==> src/design/mwe_pkg.sv <==
`timescale 1ns / 1ps

package mwe_pkg;

    localparam int MEM_WORDS_DEFAULT = 1024;

    localparam logic [7:0] BUSY_TICKS_RESET = 8'd100;

    localparam logic [1:0] REG_DEVICE_PRESENT = 2'd0;
    localparam logic [1:0] REG_DEVICE_SIZE    = 2'd1;
    localparam logic [1:0] REG_BYTE_MODE      = 2'd2;
    localparam logic [1:0] REG_BUSY_TICKS     = 2'd3;

    typedef struct packed {
        logic       device_present;
        logic [2:0] device_size;
        logic       byte_mode;
        logic [7:0] busy_ticks;
    } cfg_t;

    typedef struct packed {
        logic rd;
        logic wr_lo;
        logic wr_hi;
    } mem_ctl_t;

    typedef struct packed {
        logic programming;
        logic dirty;
        logic data_out;
    } res_t;

endpackage

==> src/design/mwe_outq.sv <==
`timescale 1ns / 1ps

module mwe_outq
    import mwe_pkg::*;
(
    input  logic       clk,
    input  logic       rst_n,
    input  logic       push,
    input  res_t       push_data,
    output logic       space,
    output logic       m_tvalid,
    input  logic       m_tready,
    output logic [7:0] m_tdata
);

    res_t       q0_reg;
    res_t       q1_reg;
    logic [1:0] count_reg;
    logic       pop;

    assign pop      = m_tvalid && m_tready;
    assign m_tvalid = (count_reg != 2'd0);
    assign space    = (count_reg != 2'd2);
    assign m_tdata  = {5'b00000, q0_reg};

    always_ff @(posedge clk or negedge rst_n)
    begin
        if (!rst_n)
        begin
            count_reg <= '0;
        end
        else
        begin
            count_reg <= count_reg + {1'b0, push} - {1'b0, pop};
        end
    end

    always_ff @(posedge clk)
    begin
        if (pop && push)
        begin
            if (count_reg == 2'd1)
            begin
                q0_reg <= push_data;
            end
            else
            begin
                q0_reg <= q1_reg;
                q1_reg <= push_data;
            end
        end
        else if (pop)
        begin
            q0_reg <= q1_reg;
        end
        else if (push)
        begin
            if (count_reg == 2'd0)
            begin
                q0_reg <= push_data;
            end
            else
            begin
                q1_reg <= push_data;
            end
        end
    end

endmodule
==> config.mk <==
export PLATFORM = sky130hd
export DESIGN_NAME = mwe_outq
export DESIGN_NICKNAME = d
export VERILOG_FILES = /design/src/design/mwe_pkg.sv /design/src/design/mwe_outq.sv
export SDC_FILE = /design/constraint.sdc
export NUM_CORES = 1
export LEC_CHECK = 0
export ABC_AREA = 1
export BUFFER_PORTS_ARGS = -buffer_cell sky130_fd_sc_hd__buf_2
export CELL_PAD_IN_SITES_DETAIL_PLACEMENT = 0
export CELL_PAD_IN_SITES_GLOBAL_PLACEMENT = 1
export CORE_UTILIZATION = 34
export CTS_CLUSTER_SIZE = 25
export DETAILED_ROUTE_END_ITERATION = 8
export PLACE_DENSITY_LB_ADDON = 0.1
export SYNTH_ARGS = -nofsm -noshare
export SYNTH_HDL_FRONTEND = slang
export SYNTH_SLANG_ARGS = --single-unit
==> constraint.sdc <==
create_clock -name clk -period 1.9 [get_ports clk]
set_input_delay 0.095 -clock clk [delete_from_list [all_inputs] [get_ports clk]]
set_output_delay 0.095 -clock clk [all_outputs]
set_load 0.005 [all_outputs]
==> results of run 1 <==
cells by family after synthesis:
group                      Yosys count  share of synthesized area [%]
AOI/OAI and AO/OA                    2                           2.54
xor gates and xnor gates             2                           3.56
adders and majority gates            2                           5.09
buffers and inverters               12                           13.0
DFF                                  8                           46.8
other                                1                          0.763
and+or+nand+nor                     26                           28.2
per-layer routing:
layer	share of wire, %	global-route usage [%]	up-vias
met5	0	0	-
met4	2.3	7.76	0
met3	6.7	5.00	2
met2	47	19.0	12
met1	44	16.9	177
li1	-	-	192
metrics by stage:
stage	setup WS [ns]	instance area, um^2	util [%]	hold WS [ns]	instances
global route	0.187	579	44.0	0.0438	83
finish	0.302	579	44.0	0.0444	83
global placement	0.295	543	41.2	-0.116	78
detailed placement	0.296	543	41.2	-0.117	78
floorplan	0.379	507	-	-0.201	57
CTS	0.292	579	44.0	0.0430	83
critical path: stages (launching register included):
cell and delay [ns]:
dfrtp_1 0.46, nor2_4 0.22, nor2_8 0.06, ha_1 0.27, inv_1 0.04, ha_1 0.17
xnor2_1 0.13, xor2_1 0.14
area by class of cell:
type	instances	area, um^2
fillers	144	738
flip-flops and latches	8	230
multi-input cells	37	213
repair buffers	12	65.1
clock buffers	4	26.3
inverters	7	26.3
well taps	15	18.8
layout by cell type, fill, tap and decap left out, types with 2 or more instances in the layout:
master    synthesis  layout
nand2_1          14      14
dfrtp_1           2       2
inv_2             2       2
nand3_1           9       9
inv_1             5       5
ha_1              2       2
conb_1            1       5
buf_2             0      11
edfxtp_1          6       6
clkbuf_4          0       3
power by group through the flow:
stage                     clock, mW  sequential [mW]  combinational, mW
after floorplan                   0            0.317              0.244
after global placement            0            0.321              0.338
after detailed placement          0            0.321              0.333
after CTS                     0.148            0.318              0.336
after global routing          0.155            0.325              0.390
final                         0.143            0.317              0.332
how the worst min path moves through the flow:
stage	slack, ns	from	end	cells after the start
after detailed placement	-0.12	rst_n	count_reg[1]	1
after global routing	0.04	push_data[0]	q1_reg[0]	1
after global placement	-0.12	rst_n	count_reg[0]	1
after floorplan	-0.20	rst_n	count_reg[0]	0
after CTS	0.04	push_data[0]	q1_reg[0]	1
final	0.04	push_data[0]	q1_reg[0]	1
==> out/metrics.yaml, run 1 <==
fin_setup_tns_ns: 0
cts_root_buf: "clkbuf_4"
cts_tree: "built"
std_cell_rows: 13
power_mw: 0.791
seqPwrFrac_pct: 40.0
vias: 383
postCtsSetupRepairBufs: 0
hp-class: "input pin to register"
wl_per_cell_um: 10.1
outcome: "complete, no violations"
worstSetupStartpoint: "count_reg[0]"
drive_above_1_share_pct: 27.9
drtIter0Drc: 1
power_leakage_nw: 0.282
holdBufCountCts: 1
die_h_um: 40.0
crit_required_ns: 2.03
ys_seq_area_share_pct: 46.8
cts.path.max_buffers: 2
crit_fanout: 6
grt_start_max_net_pins: 7
grt_pass1_wl_um: 1350
hold_violations: 0
p_comb_share_pct: 41.9
ys_types: 16
synth_top_cell_area_share_pct: 36.6
p_int_mw: 0.483
finalClockSkew_ns: 0.00876
rsz0062_at_grt: "false"
syn_inst: 53
yosysWarnings: 0
dieWidth_um: 40.0
ant_nets: 0
antennaDiodeCount: 0
ys_ff_latch: 8
endpoint: "count_reg[1]"
core_um2: 1320
syn_area_per_cell_um2: 9.28
power.share.clock_pct: 18.1
synth_area_leaders: "edfxtp_1, nand2_1, dfrtp_1"
drt-total-wl_um: 836
synth_ff_type: "edfxtp_1"
syn_to_final_growth_pct: 17.8
min_period_ns: 1.60
max_cap_viol_count: 0
final_nets: 78
reg2reg_depth: 7
htreeDepth: 1
slew_violations: 0
cp-end-kind: "register"
crit_arrival_ns: 1.73
netSwitchingFraction_pct: 39.0
ir_drop_uv: 655
grt_pass1_vias: 315
antenna_found_initial: 0
setup_viol_count_final: 0
start_util_pct: 37.3
clkSlewWorstSetupHoldPaths_ns: 0.06
globalplace.congestion: 0.714
cts.sinks: 8
p_per_area_nw_per_um2: 1370
cts_resized: 0
ios: 17
cts_buffers: 3
start_kind: "register"
first_pass_iters: 4
async_flop_share_pct: 25.0
synth_common_cells: "nand2_1, nand3_1, edfxtp_1"
synth_most_common_cell: "nand2_1"
hpwl_um: 677
synth_top_cell_by_area: "edfxtp_1"
r2r_end: "count_reg[1]"
timing.rr.start: "count_reg[0]"
avgViaCountPerCell: 4.61
rrSetupSlack_ns: 0.30
grt-ovfl-total: 0
clock_latency_ns: 0.26
p_sw_mw: 0.309
grtUsageTotal_pct: 13.3
synth-edff-count: 6
io_buffers: 11
path_class: "register to register"
max_freq_mhz: 626
period_share_pct: 84.1
syn_area_um2: 492
dieArea_um2: 1600
drc: 0
(Power assumes the default switching activity.)
==> run 2, diff against run 1 <==
==> constraint.sdc (replaced) <==
create_clock -name clk -period 1.5 [get_ports clk]
set_input_delay 0.075 -clock clk [delete_from_list [all_inputs] [get_ports clk]]
set_output_delay 0.075 -clock clk [all_outputs]
set_load 0.005 [all_outputs]
==> run 2 against run 1 <==
  * Die area is the same
  * Count of clock-buffer cells in the layout did not move
  * Worst hold slack lost 0.014 ns
  * Combinational power increased by 96%
  * Clock skew is 0.0068 ns lower
  * Largest cell class is now multi-input combinational cells
  * Wire length increased by 14%
  * Clock power increased by 24%
  * Final cell count is 8.4% higher
  * Sequential power rose by 21%
  * Global-route usage rose by 2.0 points
  * Via count grew 5.2%
  * Utilization increased by 6.5 points
==> out/metrics.yaml, run 2 (synthesized netlist as in run 1, its figures left out) <==
outcome: "complete, no violations"
drtIter0Drc: 9
final_nets: 85
cts.sinks: 8
cts_buffers: 3
start_util_pct: 37.3
clock_latency_ns: 0.25
dieWidth_um: 40.0
max_cap_viol_count: 0
slew_violations: 0
min_period_ns: 1.48
r2r_end: "count_reg[1]"
io_buffers: 11
hp-class: "input pin to register"
ant_nets: 0
fin_setup_tns_ns: 0
cts_tree: "built"
timing.rr.start: "count_reg[1]"
cts_root_buf: "clkbuf_4"
antenna_found_initial: 0
grt-ovfl-total: 0
final_cell_mix: "nand2_1, buf_2, nand3_1"
wl_per_cell_um: 10.6
first_pass_iters: 4
drc: 0
hp-start: "push_data[1]"
drt-total-wl_um: 955
start_kind: "register"
reg2reg_depth: 7
rsz0062_at_grt: "true"
p_per_area_nw_per_um2: 1820
rrSetupSlack_ns: 0.02
worst_slack_ns: 0.0224
ios: 17
holdWs_ns: 0.0307
syn_to_final_growth_pct: 35.1
core_um2: 1320
crit_required_ns: 1.64
max_freq_mhz: 677
crit_fanout: 2
finalClockSkew_ns: 0.00194
grt_pass1_wl_um: 1460
hold_depth: 1
period_share_pct: 98.5
hpwl_um: 743
nFillCells: 132
grt_start_max_net_pins: 7
power_leakage_nw: 0.319
antennaDiodeCount: 0
htreeDepth: 1
grtUsageTotal_pct: 15.3
globalplace.congestion: 0.673
cts.path.max_buffers: 2
dieArea_um2: 1600
ir_drop_uv: 840
drive_above_1_share_pct: 40.0
crit_arrival_ns: 1.61
setup_viol_count_final: 0
final_common_cell: "nand2_1"
std_cell_rows: 13
dp_worst_setup_slack_ns: -0.0203
fin_util_pct: 50.4
clkSlewWorstSetupHoldPaths_ns: 0.05
avgViaCountPerCell: 4.48
vias: 403
die_h_um: 40.0
grt_pass1_vias: 367
cp-end-kind: "register"
hold_violations: 0
path_class: "register to register"
holdPathEnd: "q1_reg[1]"
run 2: cell count changes in the layout (fill, tap and decap cells not counted), sizes merged:
cell  change
buf       +7
run 2: worst max-delay path by stage:
stage,startpoint,endpoint,slack (ns)
finish,count_reg[1],count_reg[1],0.02
global route,count_reg[1],count_reg[1],-0.03
CTS,count_reg[0],count_reg[1],-0.002
global placement,count_reg[1],count_reg[1],0.01
floorplan,count_reg[0],count_reg[1],-0.02
detailed placement,count_reg[1],count_reg[1],-0.02
run 2: layer usage:
| metal | part of all wire, % | vias up | GRT usage, % |
|---|---|---|---|
| met5 | 0 | - | 0 |
| met4 | 0 | 0 | 10.3 |
| met2 | 56 | 10 | 24.2 |
| li1 | - | 208 | - |
| met1 | 39 | 185 | 15.1 |
| met3 | 4.4 | 0 | 8.33 |
run 2: report_power, final:
group,switching [mW],internal (mW)
combinational,0.332,0.319
sequential,0.0431,0.339
clock,0.0754,0.102
total,0.450,0.760
run 2: final cells by class:
type                    count  area, um^2  share of cell area (%)
well taps                  15        18.8                    2.82
flip-flops and latches      8         230                    34.7
multi-input cells          37         245                    36.9
inverters                   7        26.3                    3.95
repair buffers             19         118                    17.7
clock buffers               4        26.3                    3.95
run 2: per-stage QoR:
stage,cell area (um^2),std cells,total power [mW]
floorplan,507,57,0.711
global placement,581,83,0.918
detailed placement,581,83,0.926
CTS,664,90,1.23
global route,664,90,1.32
finish,664,90,1.21
run 2: repair_timing:
action / 4_1_cts / 5_1_grt
setup endpoints to repair: 1 / 1
hold buffers: 1 / 0
setup buffers: 2 / 0
pin swaps: 5 / 3
resized for setup: 5 / 0
endpoints found under the hold margin: 2 / 0
run 2: worst max-delay path, stage by stage, from the launching register on:
cell and delay [ns]:
dfrtp_1 0.40, nor2_4 0.18, nor2_8 0.05, ha_4 0.26, inv_2 0.04, ha_4 0.15, xnor2_2 0.12, xor2_1 0.16
==> run 3, diff against run 2 <==
--- a/config.mk
+++ b/config.mk
@@ -5,14 +5,15 @@
 export SDC_FILE = /design/constraint.sdc
 export NUM_CORES = 1
 export LEC_CHECK = 0
-export ABC_AREA = 1
 export BUFFER_PORTS_ARGS = -buffer_cell sky130_fd_sc_hd__buf_2
 export CELL_PAD_IN_SITES_DETAIL_PLACEMENT = 0
 export CELL_PAD_IN_SITES_GLOBAL_PLACEMENT = 1
-export CORE_UTILIZATION = 34
+export CORE_AREA = 2 2 39 41
 export CTS_CLUSTER_SIZE = 25
 export DETAILED_ROUTE_END_ITERATION = 8
+export DIE_AREA = 0 0 41 43
 export PLACE_DENSITY_LB_ADDON = 0.1
+export SETUP_SLACK_MARGIN = 0.3
 export SYNTH_ARGS = -nofsm -noshare
 export SYNTH_HDL_FRONTEND = slang
 export SYNTH_SLANG_ARGS = --single-unit
==> run 3 against run 2 <==
  * The run now ends with negative setup slack left
  * Critical path type unchanged
  * Synthesized cell count decreased by 42%
  * Clock skew up 0.0050 ns
  * Worst hold slack worse by 0.012 ns
==> out/metrics.yaml, run 3 <==
start_util_pct: 30.0
grt_pass1_wl_um: 1210
globalplace.congestion: 0.697
cts.path.max_buffers: 2
syn_inst: 31
core_um2: 1380
avgViaCountPerCell: 4.09
grt_pass1_vias: 302
ant_nets: 0
clkSlewWorstSetupHoldPaths_ns: 0.05
p_per_area_nw_per_um2: 1830
hold_violations: 0
cts_tree: "built"
syn_area_per_cell_um2: 13.4
yosysWarnings: 0
power_leakage_nw: 0.285
fin_util_pct: 45.6
crit_top_cell: "ha_4"
grt-ovfl-total: 0
hold_depth: 1
drive_above_1_share_pct: 59.6
reg2reg_depth: 7
synthMuxAreaShare_pct: 11.7
dieWidth_um: 41
first_pass_iters: 2
syn_area_um2: 415
timing.rr.start: "count_reg[0]"
cts_buffers: 3
synth_common_cells: "edfxtp_1, buf_4, mux2_2"
rrSetupSlack_ns: -0.08
p_comb_share_pct: 53.7
final_common_cell: "buf_2"
final_cell_mix: "buf_2, edfxtp_1, conb_1"
finalClockSkew_ns: 0.00690
period_share_pct: 105
max_cap_viol_count: 0
slew_violations: 0
dp_cells: 59
start_kind: "register"
drtIter0Drc: 1
final_nets: 62
synth_compound_area_share_pct: 3.92
synthAdderAreaFrac_pct: 6.02
synth_ff_type: "edfxtp_1"
netSwitchingFraction_pct: 29.8
cts.sinks: 8
holdPathEnd: "q1_reg[2]"
slowest_stage: "dfrtp_1"
crit_arrival_ns: 1.72
ir_drop_uv: 836
seqPwrFrac_pct: 30.5
synth_top_family_by_area: "multiplexers"
synth-edff-count: 6
io_buffers: 11
die_h_um: 43
nFillCells: 135
max_freq_mhz: 633
cts_root_buf: "clkbuf_4"
rsz0062_at_grt: "true"
htreeDepth: 1
setup_viol_count_final: 4
antenna_found_initial: 0
path_class: "register to register"
crit_fanout: 3
outcome: "finished, violations left"
clock_latency_ns: 0.26
synth_area_leaders: "edfxtp_1, dfrtp_1, buf_4"
vias: 278
crit_chain: "or2_4 > and2_4 > ha_4 > inv_2 > ha_4 > xnor2_2 > xnor2_1"
grt_start_max_net_pins: 6
hp-class: "input pin to register"
dieArea_um2: 1760
slowest_delay_ns: 0.39
ys_seq_area_share_pct: 55.4
synth_most_common_cell: "edfxtp_1"
synthXorXnorAreaFrac_pct: 4.22
wl_per_cell_um: 11.5
cp-end-kind: "register"
ys_ff_latch: 8
grtUsageTotal_pct: 10.9
hpwl_um: 586
r2r_end: "count_reg[1]"
async_flop_share_pct: 25.0
std_cell_rows: 14
worst_slack_ns: -0.0786
p_sw_mw: 0.343
ios: 17
instances_no_fill: 68
synth_top_cell_by_area: "edfxtp_1"
drt-total-wl_um: 779
power.share.clock_pct: 15.8
hp-start: "push_data[2]"
min_period_ns: 1.58
synth-simple-area-share_pct: 6.93
antennaDiodeCount: 0
synth_top_cell_area_share_pct: 43.4
violations: "negative setup slack"
crit_required_ns: 1.64
ys_types: 16
drc: 0
syn_to_final_growth_pct: 51.8
p_int_mw: 0.809
-- run 3: changes by cell type after synthesis, sizes merged, moves of 4 or more --
cell   delta
nand2    -13
nand3     -9
inv       -5
mux2      +4
-- run 3: power groups by stage --
stage / combinational (mW) / clock, mW / sequential (mW)
final: 0.619 / 0.182 / 0.351
after global routing: 0.685 / 0.197 / 0.359
after CTS: 0.530 / 0.194 / 0.351
after detailed placement: 0.487 / 0 / 0.354
after global placement: 0.467 / 0 / 0.349
after floorplan: 0.331 / 0 / 0.364
-- run 3: logic make-up after synthesis --
family | Yosys count
muxes | 4
buffers and inverters | 7
other | 1
AOI/OAI and AO/OA | 2
adders and majority gates | 2
xor gates and xnor gates | 2
and+or+nand+nor | 5
DFF | 8
-- run 3: timing repair --
item                                    in CTS  in global routing
endpoints found under the setup margin       9                  9
buffers inserted                             1                  2
hold buffers                                 2                  0
endpoints found under the hold margin        3                  0
pin swaps                                    5                  1
resized for setup                            3                  4
-- run 3: final cells by class --
cell class | instances | area [um^2] | area share (%)
Clock buffer | 4 | 26.3 | 4.17
Sequential cell | 8 | 230 | 36.5
Timing Repair Buffer | 18 | 130 | 20.6
Inverter | 2 | 7.51 | 1.19
Multi-Input combinational cell | 20 | 216 | 34.3
Tap cell | 16 | 20.0 | 3.17
-- run 3: critical path: cells and delay by family, from the launching register on --
kind,cells,cell delay (ns)
xor+xnor,2,0.24
buf+inv,1,0.04
fa+ha+maj,2,0.41
flops,1,0.39
simple gates,2,0.38
-- run 3: per-layer routing --
metal	vias to the layer above	GRT usage [%]	share of wire, %
li1	137	-	-
met1	133	12.4	40
met2	8	15.3	55
met3	0	4.71	5.4
met4	0	8.00	0
met5	-	0	0
-- run 3: worst max-delay path by stage --
stage | endpoint | start | depth (start not counted)
floorplan | count_reg[1] | count_reg[1] | 7
global placement | count_reg[1] | count_reg[0] | 7
detailed placement | count_reg[1] | count_reg[0] | 7
CTS | count_reg[1] | count_reg[1] | 7
global route | count_reg[1] | count_reg[1] | 7
finish | count_reg[1] | count_reg[0] | 7
-- run 3: metrics by stage --
stage	power, mW	hold slack, ns	area (um^2)	worst slack (ns)	TNS [ns]
finish	1.15	0.0182	631	-0.0786	-0.126
global route	1.24	0.0109	631	-0.145	-0.256
CTS	1.08	0.00555	594	-0.0807	-0.0807
detailed placement	0.840	-0.136	529	-0.0952	-0.0952
global placement	0.816	-0.140	529	-0.0691	-0.0691
floorplan	0.695	-0.221	477	-0.0998	-0.0998
