[src/design/mwe_pkg.sv]
`timescale 1ns / 1ps

package mwe_pkg;

    localparam int MEM_WORDS_DEFAULT = 1024;

    localparam logic [7:0] BUSY_TICKS_RESET = 8'd100;

    localparam logic [1:0] REG_DEVICE_PRESENT = 2'd0;
    localparam logic [1:0] REG_DEVICE_SIZE    = 2'd1;
    localparam logic [1:0] REG_BYTE_MODE      = 2'd2;
    localparam logic [1:0] REG_BUSY_TICKS     = 2'd3;

    typedef struct packed {
        logic       device_present;
        logic [2:0] device_size;
        logic       byte_mode;
        logic [7:0] busy_ticks;
    } cfg_t;

    typedef struct packed {
        logic rd;
        logic wr_lo;
        logic wr_hi;
    } mem_ctl_t;

    typedef struct packed {
        logic programming;
        logic dirty;
        logic data_out;
    } res_t;

endpackage

[src/design/mwe_ctrl.sv]
`timescale 1ns / 1ps

module mwe_ctrl
    import mwe_pkg::*;
#(
    parameter int MEMORY_WORDS = MEM_WORDS_DEFAULT,
    localparam int AW = $clog2(MEMORY_WORDS)
)
(
    input  logic          clk,
    input  logic          rst_n,
    input  cfg_t          cfg,
    input  logic          item_valid,
    input  logic          req_type,
    input  logic [7:0]    pin_counter,
    input  logic          data_in_enable,
    input  logic          data_in_level,
    output res_t          result,
    output mem_ctl_t      mem_ctl,
    output logic [AW-1:0] mem_idx,
    output logic [15:0]   mem_wdata,
    input  logic [15:0]   mem_rdata
);

    typedef enum logic [1:0] {
        PH_IDLE,
        PH_ADDR,
        PH_DATA,
        PH_WAIT
    } phase_t;

    localparam logic [10:0] WORDS_LIMIT = 11'(MEMORY_WORDS);

    phase_t      phase_reg, phase_next;
    logic [16:0] shift_in_reg, shift_in_next;
    logic [10:0] cell_address_reg, cell_address_next;
    logic [15:0] read_shift_reg, read_shift_next;
    logic        out_level_reg, out_level_next;
    logic        write_disabled_reg, write_disabled_next;
    logic        dirty_reg, dirty_next;
    logic        busy_reg, busy_next;
    logic [7:0]  busy_count_reg, busy_count_next;
    logic        last_select_reg, last_select_next;
    logic        last_clock_reg, last_clock_next;
    logic        rd_pend_reg, rd_pend_next;
    logic        rd_hi_reg, rd_hi_next;
    logic        rd_oob_reg, rd_oob_next;

    logic        cs;
    logic        sclk;
    logic        di;
    logic [3:0]  ab;
    logic [15:0] rd_value;
    logic [15:0] rs_cur;

    assign cs   = pin_counter[7];
    assign sclk = pin_counter[1];
    assign di   = data_in_enable & data_in_level;
    assign ab   = ((cfg.device_size <= 3'd4) ? (4'd6 + {1'b0, cfg.device_size}) : 4'd6)
                  + {3'b000, cfg.byte_mode};

    // Last cycle's read: memory word or byte, or ones when out of range.
    always_comb
    begin
        if (rd_oob_reg)
        begin
            rd_value = cfg.byte_mode ? 16'h00FF : 16'hFFFF;
        end
        else if (cfg.byte_mode)
        begin
            rd_value = rd_hi_reg ? {8'h00, mem_rdata[15:8]} : {8'h00, mem_rdata[7:0]};
        end
        else
        begin
            rd_value = mem_rdata;
        end
    end

    assign rs_cur = rd_pend_reg ? rd_value : read_shift_reg;

    always_comb
    begin
        logic [16:0] sh;
        logic [1:0]  op;
        logic [1:0]  ext;
        logic [10:0] ca;
        logic [10:0] acc_addr;
        logic [10:0] widx;
        logic        in_range;
        logic        rd_req;
        logic        wr_req;
        logic        erase;
        logic [7:0]  cnt_inc;

        phase_next          = phase_reg;
        shift_in_next       = shift_in_reg;
        cell_address_next   = cell_address_reg;
        read_shift_next     = rs_cur;
        out_level_next      = out_level_reg;
        write_disabled_next = write_disabled_reg;
        dirty_next          = dirty_reg;
        busy_next           = busy_reg;
        busy_count_next     = busy_count_reg;
        last_select_next    = last_select_reg;
        last_clock_next     = last_clock_reg;
        rd_pend_next        = 1'b0;
        rd_hi_next          = rd_hi_reg;
        rd_oob_next         = rd_oob_reg;

        sh       = '0;
        op       = '0;
        ext      = '0;
        ca       = '0;
        acc_addr = cell_address_reg;
        rd_req   = 1'b0;
        wr_req   = 1'b0;
        erase    = 1'b0;
        cnt_inc  = busy_count_reg + 8'd1;

        if (item_valid && cfg.device_present)
        begin
            if (req_type)
            begin
                if (busy_reg && (busy_count_reg < cfg.busy_ticks))
                begin
                    busy_count_next = cnt_inc;
                    if (cnt_inc >= cfg.busy_ticks)
                    begin
                        out_level_next = 1'b1;
                        busy_next      = 1'b0;
                    end
                end
            end
            else
            begin
                if (cs != last_select_reg)
                begin
                    phase_next    = PH_IDLE;
                    shift_in_next = '0;
                end
                last_select_next = cs;
                last_clock_next  = sclk;

                if (cs && sclk && !last_clock_reg)
                begin
                    if (phase_next == PH_IDLE)
                    begin
                        if (di)
                        begin
                            shift_in_next = 17'd1;
                            phase_next    = PH_ADDR;
                        end
                    end
                    else
                    begin
                        sh            = {shift_in_next[15:0], di};
                        shift_in_next = sh;
                        unique case (phase_next)
                            PH_ADDR:
                            begin
                                if (sh[5'(ab) + 5'd2])
                                begin
                                    op  = 2'(sh >> ab);
                                    ca  = 11'(sh & ((17'd1 << ab) - 17'd1));
                                    ext = 2'(sh >> (ab - 4'd2));
                                    cell_address_next = ca;
                                    acc_addr          = ca;
                                    unique case (op)
                                        2'b10:
                                        begin
                                            rd_req         = 1'b1;
                                            out_level_next = 1'b0;
                                            busy_next      = 1'b0;
                                            phase_next     = PH_WAIT;
                                        end
                                        2'b01:
                                        begin
                                            shift_in_next = 17'd1;
                                            phase_next    = PH_DATA;
                                        end
                                        2'b00:
                                        begin
                                            if (ext == 2'b00)
                                            begin
                                                write_disabled_next = 1'b1;
                                            end
                                            else if (ext == 2'b11)
                                            begin
                                                write_disabled_next = 1'b0;
                                            end
                                            phase_next = PH_IDLE;
                                        end
                                        2'b11:
                                        begin
                                            wr_req          = !write_disabled_reg;
                                            erase           = 1'b1;
                                            busy_count_next = '0;
                                            busy_next       = 1'b1;
                                            out_level_next  = 1'b0;
                                            phase_next      = PH_WAIT;
                                        end
                                    endcase
                                end
                            end
                            PH_DATA:
                            begin
                                if (cfg.byte_mode ? sh[8] : sh[16])
                                begin
                                    wr_req          = !write_disabled_reg;
                                    busy_count_next = '0;
                                    busy_next       = 1'b1;
                                    out_level_next  = 1'b0;
                                    phase_next      = PH_WAIT;
                                end
                            end
                            PH_WAIT:
                            begin
                                if (!busy_reg)
                                begin
                                    out_level_next  = cfg.byte_mode ? rs_cur[7] : rs_cur[15];
                                    read_shift_next = {rs_cur[14:0], 1'b0};
                                end
                            end
                            PH_IDLE:
                            begin
                            end
                        endcase
                    end
                end
            end
        end

        widx     = cfg.byte_mode ? {1'b0, acc_addr[10:1]} : acc_addr;
        in_range = (widx < WORDS_LIMIT);

        mem_idx     = widx[AW-1:0];
        mem_ctl.rd  = rd_req && in_range;
        mem_ctl.wr_lo = wr_req && in_range && (!cfg.byte_mode || !acc_addr[0]);
        mem_ctl.wr_hi = wr_req && in_range && (!cfg.byte_mode || acc_addr[0]);
        if (erase)
        begin
            mem_wdata = 16'hFFFF;
        end
        else
        begin
            mem_wdata = cfg.byte_mode ? {sh[7:0], sh[7:0]} : sh[15:0];
        end

        if (wr_req && in_range)
        begin
            dirty_next = 1'b1;
        end
        if (rd_req)
        begin
            rd_pend_next = 1'b1;
            rd_hi_next   = acc_addr[0];
            rd_oob_next  = !in_range;
        end

        result.data_out    = out_level_next;
        result.dirty       = dirty_next;
        result.programming = busy_next;
    end

    always_ff @(posedge clk or negedge rst_n)
    begin
        if (!rst_n)
        begin
            phase_reg          <= PH_IDLE;
            shift_in_reg       <= '0;
            cell_address_reg   <= '0;
            read_shift_reg     <= '0;
            out_level_reg      <= 1'b1;
            write_disabled_reg <= 1'b1;
            dirty_reg          <= 1'b0;
            busy_reg           <= 1'b0;
            busy_count_reg     <= BUSY_TICKS_RESET;
            last_select_reg    <= 1'b0;
            last_clock_reg     <= 1'b0;
            rd_pend_reg        <= 1'b0;
            rd_hi_reg          <= 1'b0;
            rd_oob_reg         <= 1'b0;
        end
        else
        begin
            phase_reg          <= phase_next;
            shift_in_reg       <= shift_in_next;
            cell_address_reg   <= cell_address_next;
            read_shift_reg     <= read_shift_next;
            out_level_reg      <= out_level_next;
            write_disabled_reg <= write_disabled_next;
            dirty_reg          <= dirty_next;
            busy_reg           <= busy_next;
            busy_count_reg     <= busy_count_next;
            last_select_reg    <= last_select_next;
            last_clock_reg     <= last_clock_next;
            rd_pend_reg        <= rd_pend_next;
            rd_hi_reg          <= rd_hi_next;
            rd_oob_reg         <= rd_oob_next;
        end
    end

endmodule

[config.mk]
export PLATFORM = sky130hd
export DESIGN_NAME = mwe_ctrl
export DESIGN_NICKNAME = d
export VERILOG_FILES = /design/src/design/mwe_pkg.sv /design/src/design/mwe_ctrl.sv
export SDC_FILE = /design/constraint.sdc
export NUM_CORES = 1
export LEC_CHECK = 0
export BUFFER_PORTS_ARGS = -buffer_cell sky130_fd_sc_hd__buf_2
export CELL_PAD_IN_SITES_DETAIL_PLACEMENT = 1
export CELL_PAD_IN_SITES_GLOBAL_PLACEMENT = 2
export CORE_MARGIN = 2
export CORE_UTILIZATION = 32
export DETAILED_ROUTE_END_ITERATION = 12
export GPL_TIMING_DRIVEN = 0
export PLACE_DENSITY_LB_ADDON = 0.05
export SLEW_MARGIN = 10
export SYNTH_ARGS = -nofsm -noshare
export SYNTH_HDL_FRONTEND = slang
export SYNTH_SLANG_ARGS = --single-unit
[constraint.sdc]
create_clock -name clk -period 3.4 [get_ports clk]
set_input_delay 0 -clock clk [delete_from_list [all_inputs] [get_ports clk]]
set_output_delay 0 -clock clk [all_outputs]
set_load 0.005 [all_outputs]
==> results of run 1 <==
## worst reg2reg max path, delay by kind of cell, from the launching register on
family / cells / cell delay (ns)
compound gates: 3 / 0.75
xor+xnor: 1 / 0.35
fa+ha+maj: 1 / 0.24
buf+inv: 2 / 0.69
flops: 1 / 0.48
mux: 1 / 0.35
simple gates: 1 / 0.28
## cell usage in the layout (no fill, tap or decap), drive strengths merged, types with 4 or more instances in the layout
master | netlist | final
a211oi | 7 | 7
a21o | 4 | 4
a21oi | 40 | 40
a22oi | 5 | 5
a31oi | 6 | 6
a32o | 14 | 14
a41oi | 4 | 4
and2 | 5 | 5
and3 | 7 | 7
buf | 17 | 93
clkbuf | 21 | 31
clkinv | 1 | 4
dfrtp | 57 | 57
dfstp | 5 | 5
ha | 25 | 25
inv | 32 | 33
mux2 | 11 | 11
mux2i | 68 | 68
nand2 | 55 | 55
nand2b | 9 | 9
nand3 | 9 | 9
nor2 | 58 | 58
nor2b | 6 | 6
nor3 | 6 | 6
nor3b | 4 | 4
nor4 | 5 | 5
o211ai | 5 | 5
o21ai | 57 | 57
o22ai | 4 | 4
xnor2 | 9 | 9
xor2 | 4 | 4
## per-stage QoR
stage               setup TNS [ns]  hold WS, ns  instance area (um^2)  worst slack (ns)  total power, mW
floorplan                        0       -0.296                  5350            0.0460             1.03
global placement            -64.66        0.210                  5960             -1.34             1.16
detailed placement          -59.67       -0.173                  5990             -1.33             1.17
CTS                              0       0.0197                  6450            0.0139             2.14
global route              -0.00448       0.0229                  6620          -0.00448             2.24
finish                           0       0.0253                  6620             0.173             2.13
## power by group through the flow
stage,clock network [mW],registers [mW],logic (mW)
6_report,0.924,0.759,0.448
3_3_place_gp,0,0.767,0.394
4_1_cts,0.950,0.758,0.432
3_5_place_dp,0,0.767,0.403
5_1_grt,0.991,0.759,0.487
2_1_floorplan,0,0.764,0.264
## cell type report
cell class / instances / area, um^2 / share of cell area
Buffer: 35 / 215 / 0.0325
Clock buffer: 10 / 229 / 0.0346
Clock inverter: 6 / 61.3 / 0.00926
Inverter: 33 / 128 / 0.0193
Multi-Input combinational cell: 478 / 3670 / 0.554
Sequential cell: 62 / 1560 / 0.236
Tap cell: 220 / 275 / 0.0416
Timing Repair Buffer: 82 / 484 / 0.0732
## per-layer routing
metal / wire (um) / GRT usage
met5: 0 / 0
met2: 8780 / 0.343
met4: 140 / 0.0455
met3: 848 / 0.0476
met1: 8910 / 0.298
## how the worst max path moves through the flow
stage / from / endpoint / slack (ns) / depth (start not counted)
floorplan: cfg[8] / write_disabled_reg / 0.05 / 15
global placement: last_select_reg / read_shift_reg[11] / -1.34 / 9
detailed placement: last_select_reg / read_shift_reg[13] / -1.33 / 9
CTS: cfg[11] / mem_idx[9] / 0.01 / 17
global route: cfg[9] / mem_ctl[1] / -0.004 / 17
finish: cfg[9] / write_disabled_reg / 0.17 / 15
## logic make-up (layout without fill, tap and decap cells)
kind of cell             after synthesis  count (layout)
AO/OA/AOI/OAI                        178             178
buffers and inverters                 71             166
XOR/XNOR                              14              14
flip-flops                            62              62
adder cells (fa/ha/maj)               25              25
other                                  1               2
multiplexers                          82              82
AND/OR/NAND/NOR                      177             177
## what timing repair did
action / 4_1_cts / 5_1_grt
buffers inserted: 6 / 5
endpoints found under the hold margin: 59 / 0
resized for setup: 25 / 25
hold buffers: 3 / 0
setup endpoints to repair: 86 / 34
pin swaps: 3 / 2
==> run_results.csv, run 1 <==
group,metric,value,unit
sta,worstMarginPinSlew,0.930,ns
placement,dp_hpwl,13900,um
yosys,yosysWarnings,0,
setup_path,cp.required,3.66,ns
final_layout,drive_gt1_frac,0.251,
yosys,synthCells,610,
final_layout,antenna_cells,0,
clock_tree,clk_latency,0.34,ns
setup_path,slowest_stage,"xnor3_1",
detailed_routing,dr.pass1.iters,6,
floorplan,core-area,16500,um^2
yosys,synth_xor_area_frac,0.0326,
clock_tree,cts_tree,"done",
yosys,syn-cell-area,5340,um^2
setup_path,cp_cell_sequence,"buf_2, buf_4, nand2_1, nor2_2, ha_4, clkbuf_4, xnor3_1, mux2i_1, mux2i_1, a2111oi_2, a211oi_1, a211o_1, ha_1, nor4b_2, mux2_1",
clock_tree,clock-sinks,62,
detailed_routing,detail-route-antenna-nets,0,
setup_path,rr_worst_depth,9,
power,clkPwrFrac,0.434,
power,irDropWorstVdd,0.234,mV
yosys,synth-seq-area-share,0.292,
power,combPwrFrac,0.210,
setup_path,reg2reg_to,"write_disabled_reg",
clock_tree,cts_max_path_buffers,2,
sta,setup_viol,0,
floorplan,io-pin-count,75,
yosys,yosysMostFrequentCell,"mux2i_1",
placement,gp_congestion,0.905,
floorplan,floorplan.rows,47,
floorplan,start_util,0.324,
grt,grt_pass1_wl,29600,um
yosys,synth_top_area_cell,"dfrtp_1",
detailed_routing,totalWireLength,18700,um
setup_path,cp_slowest_stage_delay,0.38,ns
yosys,ys_top_cells_by_count,"mux2i_1 (68), dfrtp_1 (57), nor2_1 (56), nand2_1 (55), o21ai_0 (54)",
setup_path,cp-start-kind,"primary input",
power,power.internal,1.48,mW
sta,max_freq,310,MHz
grt,grt_remaining_overflow,0,
setup_path,critPathTopFamily,"compound AO/OA/AOI/OAI gates",
floorplan,die_h,133,um
placement,port_buffers,67,
clock_tree,clk_pin_slew,0.06,ns
setup_path,reg2reg_from,"last_select_reg",
setup_path,crit_top_cell,"mux2i_1",
setup_path,criticalPathCategory,"primary input to flip-flop",
yosys,synth_async_sr_flop_share,1.00,
grt,track_usage,0.214,
yosys,synth_ff_type,"dfrtp_1",
power,switching_share,0.304,
final_layout,fin_util,0.402,
sta,max-slew-margin-rel,0.380,
final_layout,fillers,1983,
yosys,synth_compound_area_frac,0.226,
detailed_routing,post-route-drc-count,0,
placement,dp.cells,899,
setup_path,crit_arrival,3.49,ns
sta,fin_crit,3.23,ns
clock_tree,cts-root-buf,"clkbuf_16",
power,p_seq_frac,0.356,
yosys,synth.area.top_cells,"dfrtp_1 (27%), mux2i_1 (13%), ha_1 (5.9%)",
floorplan,die_width,133,um
setup_path,cp_num_buf_inv,3,
grt,grt_max_degree,60,
hold_path,hold_class,"primary input to async pin",
grt,antenna_found_initial,0,
floorplan,die-area,17700,um^2
sta,hold_viol_final,0,
sta,skew,0.00892,ns
final_layout,nets,769,
yosys,synth_top_family_by_area,"compound AO/OA/AOI/OAI gates",
final_layout,instances_no_fill,926,
sta,timing.final.crit_share,0.949,
clock_tree,htreeDepth,3,
setup_path,ff2ff_setup_slack,0.18,ns
yosys,netlist.area_leader.share,0.267,
job,max_cap_viol_count,0,
detailed_routing,route.vias.total,5080,
sta,maxSlewViolCount,0,
yosys,synth-seq-cells,62,
yosys,synth_fa_ha_area_frac,0.0586,
yosys,avgSynthCellArea,8.75,um^2
power,p_leak,3.06,nW
setup_path,crit_path_end_kind,"flip-flop",
power,power_density,322,nW/um^2
yosys,synth_mux_area_frac,0.165,
setup_path,critPathMaxFanout,10,
power,power.switching,0.649,mW
run_status,status,"finished clean",
yosys,synth_cell_type_count,81,
yosys,synth_edf_count,0,
detailed_routing,drt_iter0_drc,265,
clock_tree,numCtsBuffers,9,
yosys,yosys.area_share.simple,0.163,
final_layout,syn2layout_area_growth,24.0,%
grt,grt_pass1_vias,5307,
detailed_routing,viasPerCell,5.49,
detailed_routing,wl_per_cell,20.2,um
(Power assumes the default switching activity.)
==> run 2, diff against run 1 <==
--- a/config.mk
+++ b/config.mk
@@ -12,6 +12,7 @@
 export CORE_UTILIZATION = 32
 export DETAILED_ROUTE_END_ITERATION = 12
 export GPL_TIMING_DRIVEN = 0
+export MAX_ROUTING_LAYER = met4
 export PLACE_DENSITY_LB_ADDON = 0.05
 export SLEW_MARGIN = 10
 export SYNTH_ARGS = -nofsm -noshare
==> run 2 against run 1 <==
Against the previous run:
- clock power about the same
- via count decreased by 0.24%
- sequential cell count is the same
- final cell count did not move
- total power about the same
- sequential share of layout area unchanged
- largest cell class unchanged
- clock skew is 0.0016 ns higher
- first-iteration DRC count rose by 4.9%
- clock-buffer cell count unchanged
- wire length hardly changed
- sequential power barely moved
- global-route usage is 0.65 points higher
==> run_results.csv, run 2 (same netlist as run 1, synthesis figures left out) <==
group,metric,value,unit
detailed_routing,dr.pass1.iters,5,
placement,pre_cts_slack,-1.33,ns
detailed_routing,post-route-drc-count,0,
grt,grt_pass1_vias,5317,
final_layout,final_common_cell,"buf_2",
power,totalPowerFinal,2.13,mW
clock_tree,clock-sinks,62,
placement,gp_congestion,0.921,
clock_tree,cts-root-buf,"clkbuf_16",
floorplan,die_h,133,um
final_layout,instances_no_fill,926,
final_layout,antenna_cells,0,
sta,max_freq,310,MHz
power,switching_share,0.305,
clock_tree,cts_max_path_buffers,2,
detailed_routing,route.vias.total,5068,
setup_path,cp-start-kind,"flip-flop",
floorplan,floorplan.rows,47,
placement,dp.cells,899,
grt,antenna_found_initial,0,
job,max_cap_viol_count,0,
power,power.internal,1.48,mW
sta,worstMarginPinSlew,0.948,ns
detailed_routing,drt_iter0_drc,278,
grt,grt_pass1_wl,29600,um
floorplan,io-pin-count,75,
final_layout,final_area,6620,um^2
floorplan,core-area,16500,um^2
sta,timing.final.crit_share,0.948,
setup_path,critPathMaxFanout,10,
clock_tree,clk_pin_slew,0.06,ns
sta,maxSlewViolCount,0,
final_layout,fillers,1983,
sta,fin_crit,3.22,ns
sta,postLayoutSetupSlackWorst,0.178,ns
final_layout,drive_gt1_frac,0.251,
placement,dp_hpwl,13900,um
power,p_seq_frac,0.356,
detailed_routing,totalWireLength,18700,um
hold_path,hold_class,"primary input to async pin",
detailed_routing,viasPerCell,5.47,
placement,port_buffers,67,
power,combPwrFrac,0.210,
final_layout,syn2layout_area_growth,24.0,%
clock_tree,htreeDepth,3,
clock_tree,cts_tree,"done",
floorplan,die_width,133,um
sta,max-slew-margin-rel,0.368,
setup_path,crit_arrival,3.49,ns
power,p_leak,3.06,nW
clock_tree,clk_latency,0.34,ns
grt,grt_max_degree,60,
setup_path,criticalPathCategory,"flip-flop to flip-flop",
power,power.switching,0.650,mW
sta,setup_viol,0,
grt,track_usage,0.221,
clock_tree,numCtsBuffers,9,
run_status,status,"finished clean",
final_layout,nets,769,
placement,place_area,5990,um^2
sta,skew,0.0105,ns
setup_path,crit_path_end_kind,"flip-flop",
power,clkPwrFrac,0.434,
floorplan,start_util,0.324,
sta,hold_viol_final,0,
final_layout,layout_common_cells,"buf_2 (68), mux2i_1 (62), dfrtp_1 (56), nand2_1 (54), o21ai_0 (54)",
grt,grt_remaining_overflow,0,
setup_path,cp.required,3.66,ns
floorplan,die-area,17700,um^2
detailed_routing,detail-route-antenna-nets,0,
final_layout,fin_util,0.402,
power,power_density,322,nW/um^2
power,irDropWorstVdd,0.233,mV
detailed_routing,wl_per_cell,20.2,um
[run 2: layout make-up]
class | count | area, um^2 | share of cell area
plain buffers | 35 | 215 | 0.0325
clock buffers | 10 | 229 | 0.0346
clock inverters | 6 | 61.3 | 0.00926
inverters | 33 | 128 | 0.0193
multi-input cells | 478 | 3670 | 0.554
flip-flops and latches | 62 | 1560 | 0.236
well taps | 220 | 275 | 0.0416
repair buffers | 82 | 484 | 0.0732
[run 2: per-layer routing]
metal  vias up  GRT usage  share of wire
met4         0     0.0455         0.0075
met2       105      0.343           0.47
met5         -          -              0
met3        13     0.0453          0.045
li1       2408          -              -
met1      2542      0.300           0.48
[run 2: power groups by stage]
stage | Combinational (mW) | Sequential, mW | Clock (mW)
floorplan | 0.264 | 0.764 | 0
global placement | 0.394 | 0.767 | 0
detailed placement | 0.403 | 0.767 | 0
CTS | 0.432 | 0.758 | 0.950
global route | 0.487 | 0.759 | 0.991
finish | 0.448 | 0.759 | 0.925
[run 2: stage by stage]
step                      hold slack [ns]  TNS [ns]
after floorplan                    -0.296         0
after global placement              0.210    -64.66
after detailed placement           -0.173    -59.67
after CTS                          0.0197         0
after global routing               0.0229  -0.00450
final                              0.0261         0
[run 2: path summary, 6_finish.rpt]
kind	start	to	slack [ns]	cells after the start
worst max register to register	last_select_reg	write_disabled_reg	0.18	9
worst max-delay path	last_select_reg	write_disabled_reg	0.18	9
min in group clk	req_type	busy_count_reg[2]	0.12	3
max in group asynchronous	rst_n	busy_count_reg[2]	2.81	3
worst min-delay path	rst_n	shift_in_reg[13]	0.03	2
worst min register to register	last_clock_reg	last_clock_reg	0.47	2
[run 2: repair_timing]
item,4_1_cts,5_1_grt
hold buffers,3,0
setup endpoints to repair,86,35
buffers inserted,6,5
gates resized for setup,25,25
pin swaps,3,2
hold endpoints to repair,59,0
gates cloned,0,0
[run 2: critical path: stages (launching register included)]
cell and delay, ns:
dfrtp_2 0.48, xor2_4 0.35, buf_2 0.35, clkbuf_2 0.33
o21ai_0 0.15, a2111oi_1 0.44, a211o_1 0.17, ha_1 0.24
nor4b_2 0.28, mux2_1 0.35
==> run 3, diff against run 2 <==
==> constraint.sdc (replaced) <==
create_clock -name clk -period 3.4 [get_ports clk]
set_input_delay 0 -clock clk [delete_from_list [all_inputs] [get_ports clk]]
set_output_delay 0 -clock clk [all_outputs]
set_load 0.1 [all_outputs]
==> run 3 against run 2 <==
Against the previous run:
- global-route usage up 0.10 points
- non-clock buffer count up 13
- core utilization up 3.1 points
- clock power up 21%
- fmax down 3.8%
- sequential power about the same
- register-to-register slack about the same
- critical path type is now flip-flop to primary output
- largest cell class unchanged
- highest routed layer unchanged
==> run_results.csv, run 3 (same netlist as run 1, synthesis figures left out) <==
group,metric,value,unit
clock_tree,clock-sinks,62,
clock_tree,cts_max_path_buffers,2,
setup_path,critPathMaxFanout,10,
detailed_routing,route.vias.total,5077,
clock_tree,htreeDepth,3,
hold_path,min_to,"busy_count_reg[5]",
grt,grt_pass1_wl,29900,um
detailed_routing,drt_iter0_drc,194,
floorplan,io-pin-count,75,
placement,pre_cts_slack,-0.911,ns
detailed_routing,totalWireLength,18700,um
final_layout,drive_gt1_frac,0.306,
floorplan,die-area,17700,um^2
hold_path,hold_depth,3,
setup_path,crit_path_end_kind,"primary output",
final_layout,final_area,7120,um^2
final_layout,final_common_cell,"dfrtp_1",
sta,setup_viol,0,
detailed_routing,dr.pass1.iters,4,
sta,max_freq,299,MHz
clock_tree,cts_tree,"done",
setup_path,crit_arrival,3.35,ns
grt,grt_max_degree,60,
grt,grt_pass1_vias,5258,
power,totalPowerFinal,2.38,mW
clock_tree,clk_pin_slew,0.06,ns
detailed_routing,wl_per_cell,19.9,um
sta,fin_tns_setup,0,ns
setup_path,criticalPathCategory,"flip-flop to primary output",
placement,dp.cells,899,
sta,fin_crit,3.35,ns
final_layout,antenna_cells,0,
final_layout,nets,782,
setup_path,reg2reg_to,"write_disabled_reg",
final_layout,instances_no_fill,939,
power,irDropWorstVdd,0.214,mV
placement,gp_congestion,0.905,
placement,port_buffers,67,
final_layout,multiInputGateArea,3860,um^2
power,p_leak,3.17,nW
grt,grt_remaining_overflow,0,
floorplan,die_h,133,um
setup_path,ff2ff_setup_slack,0.17,ns
final_layout,layout_common_cells,"dfrtp_1 (56), mux2i_1 (55), nor2_1 (53), nand2_1 (51), o21ai_0 (43)",
sta,hold_viol_final,0,
sta,maxSlewViolCount,0,
grt,antenna_found_initial,0,
final_layout,syn2layout_area_growth,33.5,%
setup_path,reg2reg_from,"last_select_reg",
run_status,status,"finished clean",
hold_path,min-delay-start,"req_type",
setup_path,cp.required,3.40,ns
sta,worstMarginPinSlew,1.15,ns
grt,track_usage,0.222,
detailed_routing,post-route-drc-count,0,
detailed_routing,viasPerCell,5.41,
clock_tree,cts-root-buf,"clkbuf_16",
sta,timing.final.crit_share,0.985,
hold_path,hold_class,"primary input to flip-flop",
setup_path,rr_worst_depth,9,
job,max_cap_viol_count,0,
sta,skew,0.00783,ns
sta,max-slew-margin-rel,0.232,
power,power_density,334,nW/um^2
floorplan,core-area,16500,um^2
floorplan,start_util,0.324,
setup_path,cp-start-kind,"flip-flop",
floorplan,floorplan.rows,47,
placement,dp_hpwl,13800,um
final_layout,fillers,1919,
placement,place_area,6160,um^2
clock_tree,numCtsBuffers,9,
final_layout,final-seq-area,1560,um^2
sta,rsz0062_at_grt,"true",
floorplan,die_width,133,um
sta,postLayoutSetupSlackWorst,0.0503,ns
clock_tree,clk_latency,0.35,ns
detailed_routing,detail-route-antenna-nets,0,
==> run 3: cell count changes in the layout (fill, tap and decap cells not counted), moves of 4 or more <==
cell / delta
buf_2: -29
buf_4: +25
buf_6: +5
buf_8: +5
clkbuf_4: +4
mux2i_1: -7
mux2i_4: +5
o21ai_0: -11
o21ai_1: +10
==> run 3: cell type report <==
cell class | count | area share
sequential | 62 | 0.219
multi-input combinational | 478 | 0.542
clock buffer | 9 | 0.0316
tap | 220 | 0.0386
inverter | 33 | 0.0183
timing repair buffer | 94 | 0.0968
buffer | 36 | 0.0355
clock inverter | 7 | 0.0179
==> run 3: report_power, final <==
part           leakage, nW  internal, mW  switching, mW
clock network        0.173         0.727          0.390
registers            0.833         0.746         0.0123
logic                 2.17         0.199          0.306
total                 3.17          1.67          0.709
==> run 3: stage by stage <==
stage / hold slack, ns / utilization
2_1_floorplan: -0.296 / -
3_3_place_gp: 0.209 / 0.372
3_5_place_dp: -0.188 / 0.374
4_1_cts: 0.125 / 0.418
5_1_grt: 0.168 / 0.433
6_report: 0.122 / 0.433
==> run 3: worst max-delay path by stage <==
stage                     slack (ns)               from            endpoint
after global placement         -1.12             cfg[8]           result[1]
final                           0.05    last_select_reg           result[1]
after global routing           -0.14            cfg[11]  write_disabled_reg
after floorplan                -0.21            cfg[11]          mem_ctl[1]
after CTS                      0.002  busy_count_reg[2]           result[0]
after detailed placement       -0.91    last_select_reg       mem_wdata[12]
==> run 3: what timing repair did <==
item / 4_1_cts / 5_1_grt
hold buffers: 4 / 0
gates resized for setup: 67 / 41
setup buffers: 9 / 13
pin swaps: 6 / 5
setup endpoints to repair: 65 / 39
endpoints found under the hold margin: 64 / 0
==> run 3: layer usage <==
metal / track usage / routed length (um)
met3: 0.0312 / 598
met4: 0.0538 / 300
met1: 0.319 / 9440
met5: - / 0
met2: 0.332 / 8390
==> run 3: critical path, cell delays in order, from the launching register on <==
cell and delay [ns]:
dfrtp_2 0.48, xor2_4 0.32, clkbuf_2 0.35, nor2_1 0.15, a221oi_1 0.48, nor2_2 0.21, a41oi_2 0.49, o21bai_2 0.13
buf_4 0.15, buf_4 0.22
